==> src/rtl/ptrq_pkg.sv <==
// ptrq_pkg: shared types and constants for the priority task ready queue
// no dependencies; imported by the interfaces and all ptrq modules
`timescale 1ns / 1ps
`default_nettype none

package ptrq_pkg;

	localparam int MAX_TASKS = 32;
	localparam int PRIO_BITS = 8;
	localparam int SLOT_W    = 5;
	localparam int CNT_W     = 6;

	localparam logic [CNT_W-1:0] NONE_SLOT = CNT_W'(MAX_TASKS);
	localparam logic [CNT_W-1:0] CNT_FULL  = CNT_W'(MAX_TASKS);

	typedef enum logic [1:0] {
		REQ_ACTIVATE  = 2'd0,
		REQ_TERMINATE = 2'd1,
		REQ_DISPATCH  = 2'd2
	} req_code_t;

	typedef enum logic [1:0] {
		ST_OK       = 2'd0,
		ST_NO_FREE  = 2'd1,
		ST_NO_READY = 2'd2,
		ST_ALL_DONE = 2'd3
	} status_t;

	// ready row operations
	typedef enum logic [2:0] {
		RQ_NOP,
		RQ_INSERT,
		RQ_ROTATE,
		RQ_REMOVE,
		RQ_PACK
	} rq_op_t;

	// free stack operations
	typedef enum logic [1:0] {
		FL_NOP,
		FL_POP,
		FL_PUSH
	} fl_op_t;

	typedef enum logic [2:0] {
		S_IDLE,
		S_EXEC,
		S_PACK,
		S_DISP,
		S_DONE
	} state_t;

	typedef struct packed {
		logic                 valid;
		logic [SLOT_W-1:0]    slot;
		logic [PRIO_BITS-1:0] prio;
	} rq_entry_t;

	typedef struct packed {
		rq_op_t               op;
		logic [SLOT_W-1:0]    slot;
		logic [PRIO_BITS-1:0] prio;
	} rq_cmd_t;

	typedef struct packed {
		fl_op_t            op;
		logic [SLOT_W-1:0] slot;
	} fl_cmd_t;

endpackage

`default_nettype wire

==> src/rtl/ptrq_ifs.sv <==
// ptrq request and result channel interfaces (valid/ready handshake)
// depends on ptrq_pkg
`timescale 1ns / 1ps
`default_nettype none

interface ptrq_req_if;
	import ptrq_pkg::*;
	logic       valid;
	logic       ready;
	logic [1:0] req_type;
	logic [7:0] priority_req;

	modport source (output valid, output req_type, output priority_req, input ready);
	modport sink (input valid, input req_type, input priority_req, output ready);
endinterface

interface ptrq_rsp_if;
	import ptrq_pkg::*;
	logic              valid;
	logic              ready;
	logic [1:0]        status;
	logic [SLOT_W-1:0] slot;
	logic [CNT_W-1:0]  running_task;
	logic              switched;
	logic              first_run;
	logic [CNT_W-1:0]  task_count;

	modport source (output valid, output status, output slot, output running_task,
		output switched, output first_run, output task_count, input ready);
	modport sink (input valid, input status, input slot, input running_task,
		input switched, input first_run, input task_count, output ready);
endinterface

`default_nettype wire

==> src/rtl/ptrq_ready_cell.sv <==
// ptrq_ready_cell: one position of the priority-sorted ready row
// depends on ptrq_pkg
`timescale 1ns / 1ps
`default_nettype none

module ptrq_ready_cell (
	input  wire                 clk,
	input  wire                 arst_n,
	input  ptrq_pkg::rq_cmd_t   cmd,
	input  ptrq_pkg::rq_entry_t left_ent,
	input  wire                 left_ge,
	input  ptrq_pkg::rq_entry_t right_ent,
	input  wire                 right_ge,
	output ptrq_pkg::rq_entry_t ent,
	output logic                ge
);
	import ptrq_pkg::*;

	rq_entry_t ent_q;
	rq_entry_t ent_d;
	rq_entry_t key_ent;

	assign ent = ent_q;
	// this entry ranks at or above the key priority
	assign ge = ent_q.valid && (ent_q.prio >= cmd.prio);

	always_comb begin
		key_ent = '{valid: 1'b1, slot: cmd.slot, prio: cmd.prio};
		ent_d   = ent_q;
		case (cmd.op)
			RQ_INSERT: begin
				if (!left_ge) begin
					ent_d = left_ent;
				end else if (!ge) begin
					ent_d = key_ent;
				end
			end
			RQ_ROTATE: begin
				if (right_ge) begin
					ent_d = right_ent;
				end else if (ge) begin
					ent_d = key_ent;
				end
			end
			RQ_REMOVE: begin
				if (ent_q.valid && ent_q.slot == cmd.slot) begin
					ent_d.valid = 1'b0;
				end
			end
			RQ_PACK: begin
				// hole walks one cell right per cycle
				if (!ent_q.valid) begin
					ent_d = right_ent;
				end else if (!left_ent.valid) begin
					ent_d.valid = 1'b0;
				end
			end
			default: ent_d = ent_q;
		endcase
	end

	always_ff @(posedge clk or negedge arst_n) begin
		if (!arst_n) begin
			ent_q <= '0;
		end else begin
			ent_q <= ent_d;
		end
	end

endmodule

`default_nettype wire

==> src/rtl/ptrq_free_cell.sv <==
// ptrq_free_cell: one position of the free-slot stack row
// depends on ptrq_pkg
`timescale 1ns / 1ps
`default_nettype none

module ptrq_free_cell #(
	parameter int INDEX = 0
) (
	input  wire                         clk,
	input  wire                         arst_n,
	input  ptrq_pkg::fl_cmd_t           cmd,
	input  wire [ptrq_pkg::SLOT_W-1:0]  left_slot,
	input  wire [ptrq_pkg::SLOT_W-1:0]  right_slot,
	output logic [ptrq_pkg::SLOT_W-1:0] slot
);
	import ptrq_pkg::*;

	logic [SLOT_W-1:0] slot_q;

	assign slot = slot_q;

	always_ff @(posedge clk or negedge arst_n) begin
		if (!arst_n) begin
			slot_q <= SLOT_W'(INDEX);
		end else begin
			case (cmd.op)
				FL_POP:  slot_q <= right_slot;
				FL_PUSH: slot_q <= left_slot;
				default: slot_q <= slot_q;
			endcase
		end
	end

endmodule

`default_nettype wire

==> src/rtl/ptrq_ctrl.sv <==
// ptrq_ctrl: request sequencer, running/count/has-run state and result register
// depends on ptrq_pkg and ptrq_ifs
`timescale 1ns / 1ps
`default_nettype none

module ptrq_ctrl (
	input  wire                        clk,
	input  wire                        arst_n,
	ptrq_req_if.sink                   req,
	ptrq_rsp_if.source                 rsp,
	input  ptrq_pkg::rq_entry_t        head,
	input  wire                        gap_any,
	input  wire [ptrq_pkg::SLOT_W-1:0] free_top,
	output ptrq_pkg::rq_cmd_t          rq_cmd,
	output ptrq_pkg::fl_cmd_t          fl_cmd
);
	import ptrq_pkg::*;

	state_t                 state_q, state_d;
	req_code_t              req_q;
	logic [PRIO_BITS-1:0]   prio_q;
	logic [CNT_W-1:0]       running_q, running_d;
	logic [CNT_W-1:0]       count_q, count_d;
	logic [MAX_TASKS-1:0]   has_run_q, has_run_d;
	status_t                status_q, status_d;
	logic [SLOT_W-1:0]      slot_q, slot_d;
	logic                   sw_q, sw_d;
	logic                   fr_q, fr_d;
	logic                   load_out;
	logic                   head_change;
	logic                   out_valid_q;
	status_t                out_status_q;
	logic [SLOT_W-1:0]      out_slot_q;
	logic [CNT_W-1:0]       out_running_q;
	logic                   out_sw_q;
	logic                   out_fr_q;
	logic [CNT_W-1:0]       out_count_q;

	assign head_change = !head.valid || (prio_q > head.prio);

	// next state
	always_comb begin
		state_d = state_q;
		case (state_q)
			S_IDLE: if (req.valid) state_d = S_EXEC;
			S_EXEC: begin
				case (req_q)
					REQ_ACTIVATE: begin
						if (count_q == CNT_FULL) state_d = S_DONE;
						else if (head_change) state_d = S_DISP;
						else state_d = S_DONE;
					end
					REQ_TERMINATE: begin
						if (running_q == NONE_SLOT) state_d = S_DONE;
						else state_d = S_PACK;
					end
					REQ_DISPATCH: state_d = S_DISP;
					default: state_d = S_DONE;
				endcase
			end
			S_PACK: begin
				if (!gap_any) state_d = (count_q == '0) ? S_DONE : S_DISP;
			end
			S_DISP: state_d = S_DONE;
			S_DONE: if (!out_valid_q || rsp.ready) state_d = S_IDLE;
			default: state_d = S_IDLE;
		endcase
	end

	// outputs and state updates
	always_comb begin
		rq_cmd    = '{op: RQ_NOP, slot: '0, prio: '0};
		fl_cmd    = '{op: FL_NOP, slot: '0};
		running_d = running_q;
		count_d   = count_q;
		has_run_d = has_run_q;
		status_d  = status_q;
		slot_d    = slot_q;
		sw_d      = sw_q;
		fr_d      = fr_q;
		load_out  = 1'b0;
		req.ready = 1'b0;
		case (state_q)
			S_IDLE: begin
				req.ready = 1'b1;
				if (req.valid) begin
					status_d = ST_OK;
					slot_d   = '0;
					sw_d     = 1'b0;
					fr_d     = 1'b0;
				end
			end
			S_EXEC: begin
				case (req_q)
					REQ_ACTIVATE: begin
						if (count_q == CNT_FULL) begin
							status_d = ST_NO_FREE;
						end else begin
							fl_cmd = '{op: FL_POP, slot: '0};
							rq_cmd = '{op: RQ_INSERT, slot: free_top, prio: prio_q};
							count_d = count_q + CNT_W'(1);
							has_run_d[free_top] = 1'b0;
							slot_d = free_top;
						end
					end
					REQ_TERMINATE: begin
						if (running_q != NONE_SLOT) begin
							rq_cmd = '{op: RQ_REMOVE, slot: running_q[SLOT_W-1:0],
								prio: '0};
							fl_cmd = '{op: FL_PUSH, slot: running_q[SLOT_W-1:0]};
							count_d = count_q - CNT_W'(1);
							running_d = NONE_SLOT;
							if (count_q == CNT_W'(1)) status_d = ST_ALL_DONE;
						end
					end
					default: ;
				endcase
			end
			S_PACK: rq_cmd = '{op: RQ_PACK, slot: '0, prio: '0};
			S_DISP: begin
				if (count_q == '0) begin
					status_d = ST_NO_READY;
				end else begin
					// move the head behind its equal-priority peers
					rq_cmd = '{op: RQ_ROTATE, slot: head.slot, prio: head.prio};
					if (running_q == NONE_SLOT) begin
						running_d = {1'b0, head.slot};
						sw_d = 1'b1;
						fr_d = !has_run_q[head.slot];
						has_run_d[head.slot] = 1'b1;
					end
				end
			end
			S_DONE: load_out = !out_valid_q || rsp.ready;
			default: ;
		endcase
	end

	always_ff @(posedge clk or negedge arst_n) begin
		if (!arst_n) begin
			state_q     <= S_IDLE;
			running_q   <= NONE_SLOT;
			count_q     <= '0;
			has_run_q   <= '0;
			out_valid_q <= 1'b0;
		end else begin
			state_q   <= state_d;
			running_q <= running_d;
			count_q   <= count_d;
			has_run_q <= has_run_d;
			if (load_out) out_valid_q <= 1'b1;
			else if (rsp.ready) out_valid_q <= 1'b0;
		end
	end

	always_ff @(posedge clk) begin
		status_q <= status_d;
		slot_q   <= slot_d;
		sw_q     <= sw_d;
		fr_q     <= fr_d;
		if (state_q == S_IDLE && req.valid) begin
			req_q  <= req_code_t'(req.req_type);
			prio_q <= req.priority_req[PRIO_BITS-1:0];
		end
		if (load_out) begin
			out_status_q  <= status_q;
			out_slot_q    <= slot_q;
			out_running_q <= running_q;
			out_sw_q      <= sw_q;
			out_fr_q      <= fr_q;
			out_count_q   <= count_q;
		end
	end

	assign rsp.valid        = out_valid_q;
	assign rsp.status       = out_status_q;
	assign rsp.slot         = out_slot_q;
	assign rsp.running_task = out_running_q;
	assign rsp.switched     = out_sw_q;
	assign rsp.first_run    = out_fr_q;
	assign rsp.task_count   = out_count_q;

endmodule

`default_nettype wire

==> src/rtl/priority_task_ready_queue.sv <==
// priority_task_ready_queue: top level, rows of ready and free cells plus sequencer
// depends on ptrq_pkg, ptrq_ifs, ptrq_ready_cell, ptrq_free_cell, ptrq_ctrl
//
//  channel  dir  handshake     payload
//  req      in   valid/ready   req_type[1:0], priority_req[7:0]
//  rsp      out  valid/ready   status, slot, running_task, switched, first_run, task_count
//
// one request at a time; after accept the sequencer runs exec then done for an activate
// that keeps the head or finds no free slot, an ignored terminate or an unused code,
// and exec, disp, done when a dispatch runs (dispatch, or activate of a new head);
// terminate runs exec, then pack while a hole is left as the hole walks right, then
// disp and done, or pack then done when it ends the last task
// the result sits in an output register; a new item is taken the cycle after it is
// loaded, and the next result holds the sequencer until that register drains
// reset puts every slot on the free stack in index order, empty ready row,
// nothing running; no clearing pass is needed
`timescale 1ns / 1ps
`default_nettype none

module priority_task_ready_queue (
	input  wire        clk,
	input  wire        arst_n,
	ptrq_req_if.sink   req,
	ptrq_rsp_if.source rsp
);
	import ptrq_pkg::*;

	rq_cmd_t           rq_cmd;
	fl_cmd_t           fl_cmd;
	rq_entry_t         rq_ent  [MAX_TASKS];
	logic              rq_ge   [MAX_TASKS];
	logic [SLOT_W-1:0] fl_slot [MAX_TASKS];
	logic [MAX_TASKS-2:0] gap;
	logic              gap_any;

	// ready row: sorted by priority, highest at cell 0, ties in arrival order
	for (genvar i = 0; i < MAX_TASKS; i++) begin : g_rq
		rq_entry_t left_ent, right_ent;
		logic      left_ge, right_ge;
		if (i == 0) begin : g_first
			// cell 0 acts as if an always-outranking valid entry sits to its left
			assign left_ent = '{valid: 1'b1, slot: '0, prio: '0};
			assign left_ge  = 1'b1;
		end else begin : g_mid_l
			assign left_ent = rq_ent[i-1];
			assign left_ge  = rq_ge[i-1];
		end
		if (i == MAX_TASKS-1) begin : g_last
			assign right_ent = '{valid: 1'b0, slot: '0, prio: '0};
			assign right_ge  = 1'b0;
		end else begin : g_mid_r
			assign right_ent = rq_ent[i+1];
			assign right_ge  = rq_ge[i+1];
		end
		ptrq_ready_cell u_cell (
			.clk       (clk),
			.arst_n    (arst_n),
			.cmd       (rq_cmd),
			.left_ent  (left_ent),
			.left_ge   (left_ge),
			.right_ent (right_ent),
			.right_ge  (right_ge),
			.ent       (rq_ent[i]),
			.ge        (rq_ge[i])
		);
	end

	// a gap is an empty cell with a live entry to its right
	for (genvar i = 0; i < MAX_TASKS-1; i++) begin : g_gap
		assign gap[i] = !rq_ent[i].valid && rq_ent[i+1].valid;
	end
	assign gap_any = |gap;

	// free stack: top at cell 0, pop shifts left, push shifts right
	for (genvar i = 0; i < MAX_TASKS; i++) begin : g_fl
		logic [SLOT_W-1:0] left_slot, right_slot;
		if (i == 0) begin : g_first
			assign left_slot = fl_cmd.slot;
		end else begin : g_mid_l
			assign left_slot = fl_slot[i-1];
		end
		if (i == MAX_TASKS-1) begin : g_last
			assign right_slot = fl_slot[i];
		end else begin : g_mid_r
			assign right_slot = fl_slot[i+1];
		end
		ptrq_free_cell #(
			.INDEX (i)
		) u_cell (
			.clk        (clk),
			.arst_n     (arst_n),
			.cmd        (fl_cmd),
			.left_slot  (left_slot),
			.right_slot (right_slot),
			.slot       (fl_slot[i])
		);
	end

	ptrq_ctrl u_ctrl (
		.clk      (clk),
		.arst_n   (arst_n),
		.req      (req),
		.rsp      (rsp),
		.head     (rq_ent[0]),
		.gap_any  (gap_any),
		.free_top (fl_slot[0]),
		.rq_cmd   (rq_cmd),
		.fl_cmd   (fl_cmd)
	);

endmodule

`default_nettype wire

==> src/flat_wrapper.sv <==
// flat-port wrapper written by rule: the top's interface ports become plain ports
module priority_task_ready_queue_flat import ptrq_pkg::*;
  (clk, arst_n, req_valid, req_req_type, req_priority_req, req_ready, rsp_valid, rsp_status, rsp_slot, rsp_running_task, rsp_switched, rsp_first_run, rsp_task_count, rsp_ready);
  ptrq_req_if req_i ();
  ptrq_rsp_if rsp_i ();
  input  wire clk;
  input  wire arst_n;
  input wire logic [$bits(req_i.valid)-1:0] req_valid;
  input wire logic [$bits(req_i.req_type)-1:0] req_req_type;
  input wire logic [$bits(req_i.priority_req)-1:0] req_priority_req;
  output wire logic [$bits(req_i.ready)-1:0] req_ready;
  output wire logic [$bits(rsp_i.valid)-1:0] rsp_valid;
  output wire logic [$bits(rsp_i.status)-1:0] rsp_status;
  output wire logic [$bits(rsp_i.slot)-1:0] rsp_slot;
  output wire logic [$bits(rsp_i.running_task)-1:0] rsp_running_task;
  output wire logic [$bits(rsp_i.switched)-1:0] rsp_switched;
  output wire logic [$bits(rsp_i.first_run)-1:0] rsp_first_run;
  output wire logic [$bits(rsp_i.task_count)-1:0] rsp_task_count;
  input wire logic [$bits(rsp_i.ready)-1:0] rsp_ready;
  assign req_i.valid = req_valid;
  assign req_i.req_type = req_req_type;
  assign req_i.priority_req = req_priority_req;
  assign req_ready = req_i.ready;
  assign rsp_valid = rsp_i.valid;
  assign rsp_status = rsp_i.status;
  assign rsp_slot = rsp_i.slot;
  assign rsp_running_task = rsp_i.running_task;
  assign rsp_switched = rsp_i.switched;
  assign rsp_first_run = rsp_i.first_run;
  assign rsp_task_count = rsp_i.task_count;
  assign rsp_i.ready = rsp_ready;
  priority_task_ready_queue u_core (.clk(clk), .arst_n(arst_n), .req(req_i), .rsp(rsp_i));
endmodule
==> config.mk <==
export PLATFORM = sky130hd
export DESIGN_NAME = priority_task_ready_queue_flat
export DESIGN_NICKNAME = d
export VERILOG_FILES = /design/src/rtl/ptrq_pkg.sv /design/src/rtl/ptrq_ifs.sv /design/src/rtl/ptrq_ready_cell.sv /design/src/rtl/ptrq_free_cell.sv /design/src/rtl/ptrq_ctrl.sv /design/src/rtl/priority_task_ready_queue.sv /design/src/flat_wrapper.sv
export SDC_FILE = /design/constraint.sdc
export NUM_CORES = 2
export LEC_CHECK = 0
export BUFFER_PORTS_ARGS = -buffer_cell sky130_fd_sc_hd__buf_2
export CORE_MARGIN = 10
export CORE_UTILIZATION = 30
export CTS_CLUSTER_SIZE = 10
export DETAILED_ROUTE_END_ITERATION = 12
export PLACE_DENSITY_LB_ADDON = 0.12
export SLEW_MARGIN = 20
export SYNTH_ARGS = -nofsm -noshare
export SYNTH_HDL_FRONTEND = slang
export SYNTH_SLANG_ARGS = --single-unit
==> constraint.sdc <==
create_clock -name clk -period 6.4 [get_ports clk]
set_input_delay 1.28 -clock clk [delete_from_list [all_inputs] [get_ports clk]]
set_output_delay 1.28 -clock clk [all_outputs]
set_load 0.01 [all_outputs]
==> flow_summary.json <==
{
  "rsz0062_at_grt": "false",
  "multi_input_area_sq_mm": 0.0255,
  "p_switching_uw": 15500,
  "drcViolationCount": 0,
  "post_cts_buffers": 0,
  "internal_power_uw": 14900,
  "ant_nets": 0,
  "die_area_sq_mm": 0.166,
  "syn_area_sq_mm": 0.0450,
  "synth_warnings": 0,
  "die_w_microns": 408,
  "synth_flop_cell": "dfrtp_1",
  "antenna_found_initial": 6,
  "irDropWorstVdd_uv": 270,
  "synth_seq_cells": 696,
  "htree_levels": 3,
  "grt_pass1_wl_microns": 269000,
  "grt_pass1_vias": 38000,
  "p_clk_frac": 0.167,
  "r2r_start": "u_core.u_ctrl.req_q[1]$_DFFE_PP_",
  "crit_path_start_kind": "flip-flop",
  "fin_crit_ns": 5.89,
  "wl_met2_microns": 81500,
  "status": "completed",
  "switching_share": 0.510,
  "required_ns": 7.02,
  "clk_pin_slew_ns": 0.06,
  "setup_ws_ns": 0.511,
  "pwr-share-comb": 0.579,
  "r2r.worst_path.cells": 13,
  "numCtsBuffers": 89,
  "crit_type": "flip-flop to flip-flop",
  "dp_slack_ns": 0.604,
  "routed_wl_microns": 180000,
  "drt_iter0_markers": 3810,
  "yosysSeqAreaShare": 0.393,
  "final_common_cell": "dfrtp_1",
  "fin_tns_setup_ns": 0,
  "viasPerCell": 5.74,
  "ys_types": 96,
  "cp.arrival_ns": 6.51,
  "grt_max_degree": 136,
  "end_kind": "flip-flop",
  "max_stage_delay_ns": 0.77,
  "setup.worst_path.start": "u_core.u_ctrl.req_q[1]$_DFFE_PP_",
  "area_growth_syn_to_layout_pct": 13.3,
  "final_cell_mix": "dfrtp_1, o21ai_0, nand2_1",
  "setup_viol": 0,
  "cts_root_buf": "clkbuf_16",
  "crit_path_max_fanout": 15,
  "fp.dieH_microns": 408,
  "track_usage": 0.209,
  "hp-start": "u_core.u_ctrl.slot_q[0]$_SDFFCE_PN0P_",
  "wl_met3_microns": 10200,
  "fin_worst_skew_ns": 0.0433,
  "nets": 4917,
  "syn_avg_cell_area_sq_um": 9.63,
  "insertion_delay_ns": 0.73,
  "io_pins": 37,
  "async_reset_ff_frac": 0.943,
  "cap_viol_max_count": 0,
  "cts_tree": "yes",
  "gr-total-overflow": 0,
  "max_slew.worst_pin.slew_ns": 1.08,
  "syn-num-nets": 4960,
  "leakagePower_uw": 0.0204,
  "register_area_sq_mm": 0.0177,
  "hold_class": "flip-flop to flip-flop",
  "drt-wirelength-per-cell_microns": 26.8,
  "critPathSlowestCell": "nor3_1",
  "max-slew-margin-rel": 0.273,
  "synth_cells": 4678,
  "fillers": 15400,
  "drive_gt1_frac": 0.166,
  "core_area_sq_mm": 0.150,
  "gp_congestion": 0.853,
  "num_rows": 142,
  "met1_length_microns": 82200,
  "clock-sinks": 696,
  "synth_edf_count": 40,
  "dp_hpwl_microns": 124000,
  "cts_max_path_buffers": 3,
  "hold_buffers": 0,
  "pwr-share-seq": 0.253,
  "hold_path_depth": 0,
  "drv_slew": 0,
  "io_buffers": 36,
  "vias": 38600,
  "max_freq_mhz": 170,
  "cts_repair_resize_count": 0,
  "highest_layer": "met5",
  "first_pass_iters": 6,
  "crit_chain": "or4b_1 > a211oi_4 > nand2_1 > o21ai_2 > inv_2 > ha_1 > nand2_1 > o21ai_1 > or2_2 > nor3_1 > nor3_1 > buf_4 > mux2_2",
  "finalHoldViolCount": 0,
  "final.period_utilization": 0.920,
  "start_util": 0.301,
  "power_density_mw_per_mm2": 595
}
## critical path, delay by kind of cell (launching register included)
family | cells | cell delay [ns]
AOI/OAI and AO/OA | 3 | 1.46
adders and majority gates | 1 | 0.37
buffers and inverters | 2 | 0.58
DFF | 1 | 0.50
muxes | 1 | 0.35
and+or+nand+nor | 6 | 2.49
## Yosys cell counts (13+ instances only)
cell,n,area (sq um)
clkbuf_1,271,1020
a31oi_1,59,369
a22oi_1,113,848
dfrtp_1,575,14400
a21oi_1,190,951
nand2_1,440,1650
or3_1,13,81.3
nor3_1,29,145
o21a_1,19,143
nand3_1,75,375
mux2_2,252,2840
a221oi_1,82,718
ha_1,268,3350
inv_1,132,495
a211oi_1,64,480
o31ai_1,14,105
buf_2,58,290
a21o_1,17,128
a2111oi_0,13,114
mux2i_1,296,2960
buf_1,18,67.6
a32oi_1,26,228
dfstp_2,81,2130
and3_1,34,213
nor4_1,22,138
o211ai_1,27,203
a222oi_1,71,711
o21ai_0,505,2530
o221ai_1,54,473
o22ai_1,23,144
edfxtp_1,40,1200
nand4_1,41,257
nor2_1,277,1040
xnor2_1,141,1230
a221o_1,52,521
nand2b_1,39,244
nor2b_1,18,113
## state kept, by name (all words and copies together) (netlist names)
signal                          count
u_core.u_ctrl.running_q             6
u_core.u_ctrl.prio_q                8
u_core.u_ctrl.status_q              2
u_core.g_rq.u_cell.ent            448
u_core.u_ctrl.rsp.running_task      6
u_core.u_ctrl.state_q               3
u_core.u_ctrl.slot_q                5
u_core.u_ctrl.sw_q                  1
u_core.u_ctrl.rsp.task_count        6
u_core.u_ctrl.req_q                 2
u_core.g_fl.u_cell.slot           160
u_core.u_ctrl.rsp.first_run         1
u_core.u_ctrl.has_run_q            32
u_core.u_ctrl.rsp.status            2
u_core.u_ctrl.rsp.switched          1
u_core.u_ctrl.count_q               6
u_core.u_ctrl.rsp.slot              5
u_core.u_ctrl.rsp.valid             1
u_core.u_ctrl.fr_q                  1
## per-stage QoR
step	hold WS [ns]	power, uW	util	cell area, sq um	cells
after floorplan	0.400	18000	-	45000	4678
after global placement	0.405	25000	0.322	48100	6560
after detailed placement	0.409	25000	0.322	48100	6560
after CTS	0.419	30300	0.341	51000	6726
after global routing	0.426	32400	0.341	51000	6726
final	0.416	30400	0.341	51000	6727
## path summary, 6_finish.rpt
| path | to | slack, ns |
|---|---|---|
| worst max-delay path | u_core.g_rq[2].u_cell.ent[1]$_DFFE_PN0P_ | 0.51 |
| max in group asynchronous | u_core.g_rq[27].u_cell.ent[10]$_DFFE_PN0P_ | 4.45 |
| worst min register to register | u_core.u_ctrl.rsp.slot[0]$_DFFE_PP_ | 0.42 |
| min in group asynchronous | u_core.g_rq[7].u_cell.ent[12]$_DFFE_PN0P_ | 0.58 |
| worst max register to register | u_core.g_rq[2].u_cell.ent[1]$_DFFE_PN0P_ | 0.51 |
| worst min-delay path | u_core.u_ctrl.rsp.slot[0]$_DFFE_PP_ | 0.42 |
## layer usage
metal | track usage | vias to the layer above
met5 | 0 | -
met4 | 0.0683 | 6
met3 | 0.0346 | 269
met2 | 0.329 | 1225
met1 | 0.291 | 19600
li1 | - | 17500
## cell type report
class / instances / share of cell area
inverter: 141 / 0.0104
antenna: 1 / 0.0000490
clock buffer: 148 / 0.0527
timing repair buffer: 221 / 0.0356
tap: 2016 / 0.0494
multi-input combinational: 3486 / 0.501
sequential: 696 / 0.347
clock inverter: 18 / 0.00431
## logic make-up (layout without fill, tap and decap cells)
| group | after synthesis | count (layout) | synth area share |
|---|---|---|---|
| DFF | 696 | 696 | 0.393 |
| muxes | 569 | 569 | 0.137 |
| and+or+nand+nor | 1049 | 1049 | 0.105 |
| adders and majority gates | 268 | 268 | 0.0744 |
| other | 0 | 1 | 0 |
| xor gates and xnor gates | 152 | 152 | 0.0296 |
| AOI/OAI and AO/OA | 1448 | 1448 | 0.216 |
| buffers and inverters | 496 | 528 | 0.0437 |
## power groups by stage
stage / registers, uW / logic [uW] / clock network, uW
after global placement: 7740 / 17300 / 0
after global routing: 7830 / 19200 / 5390
after CTS: 7650 / 17400 / 5210
after floorplan: 6510 / 11500 / 0
after detailed placement: 7720 / 17300 / 0
final: 7700 / 17600 / 5080
No activity file was read; power rests on OpenSTA's default activity.
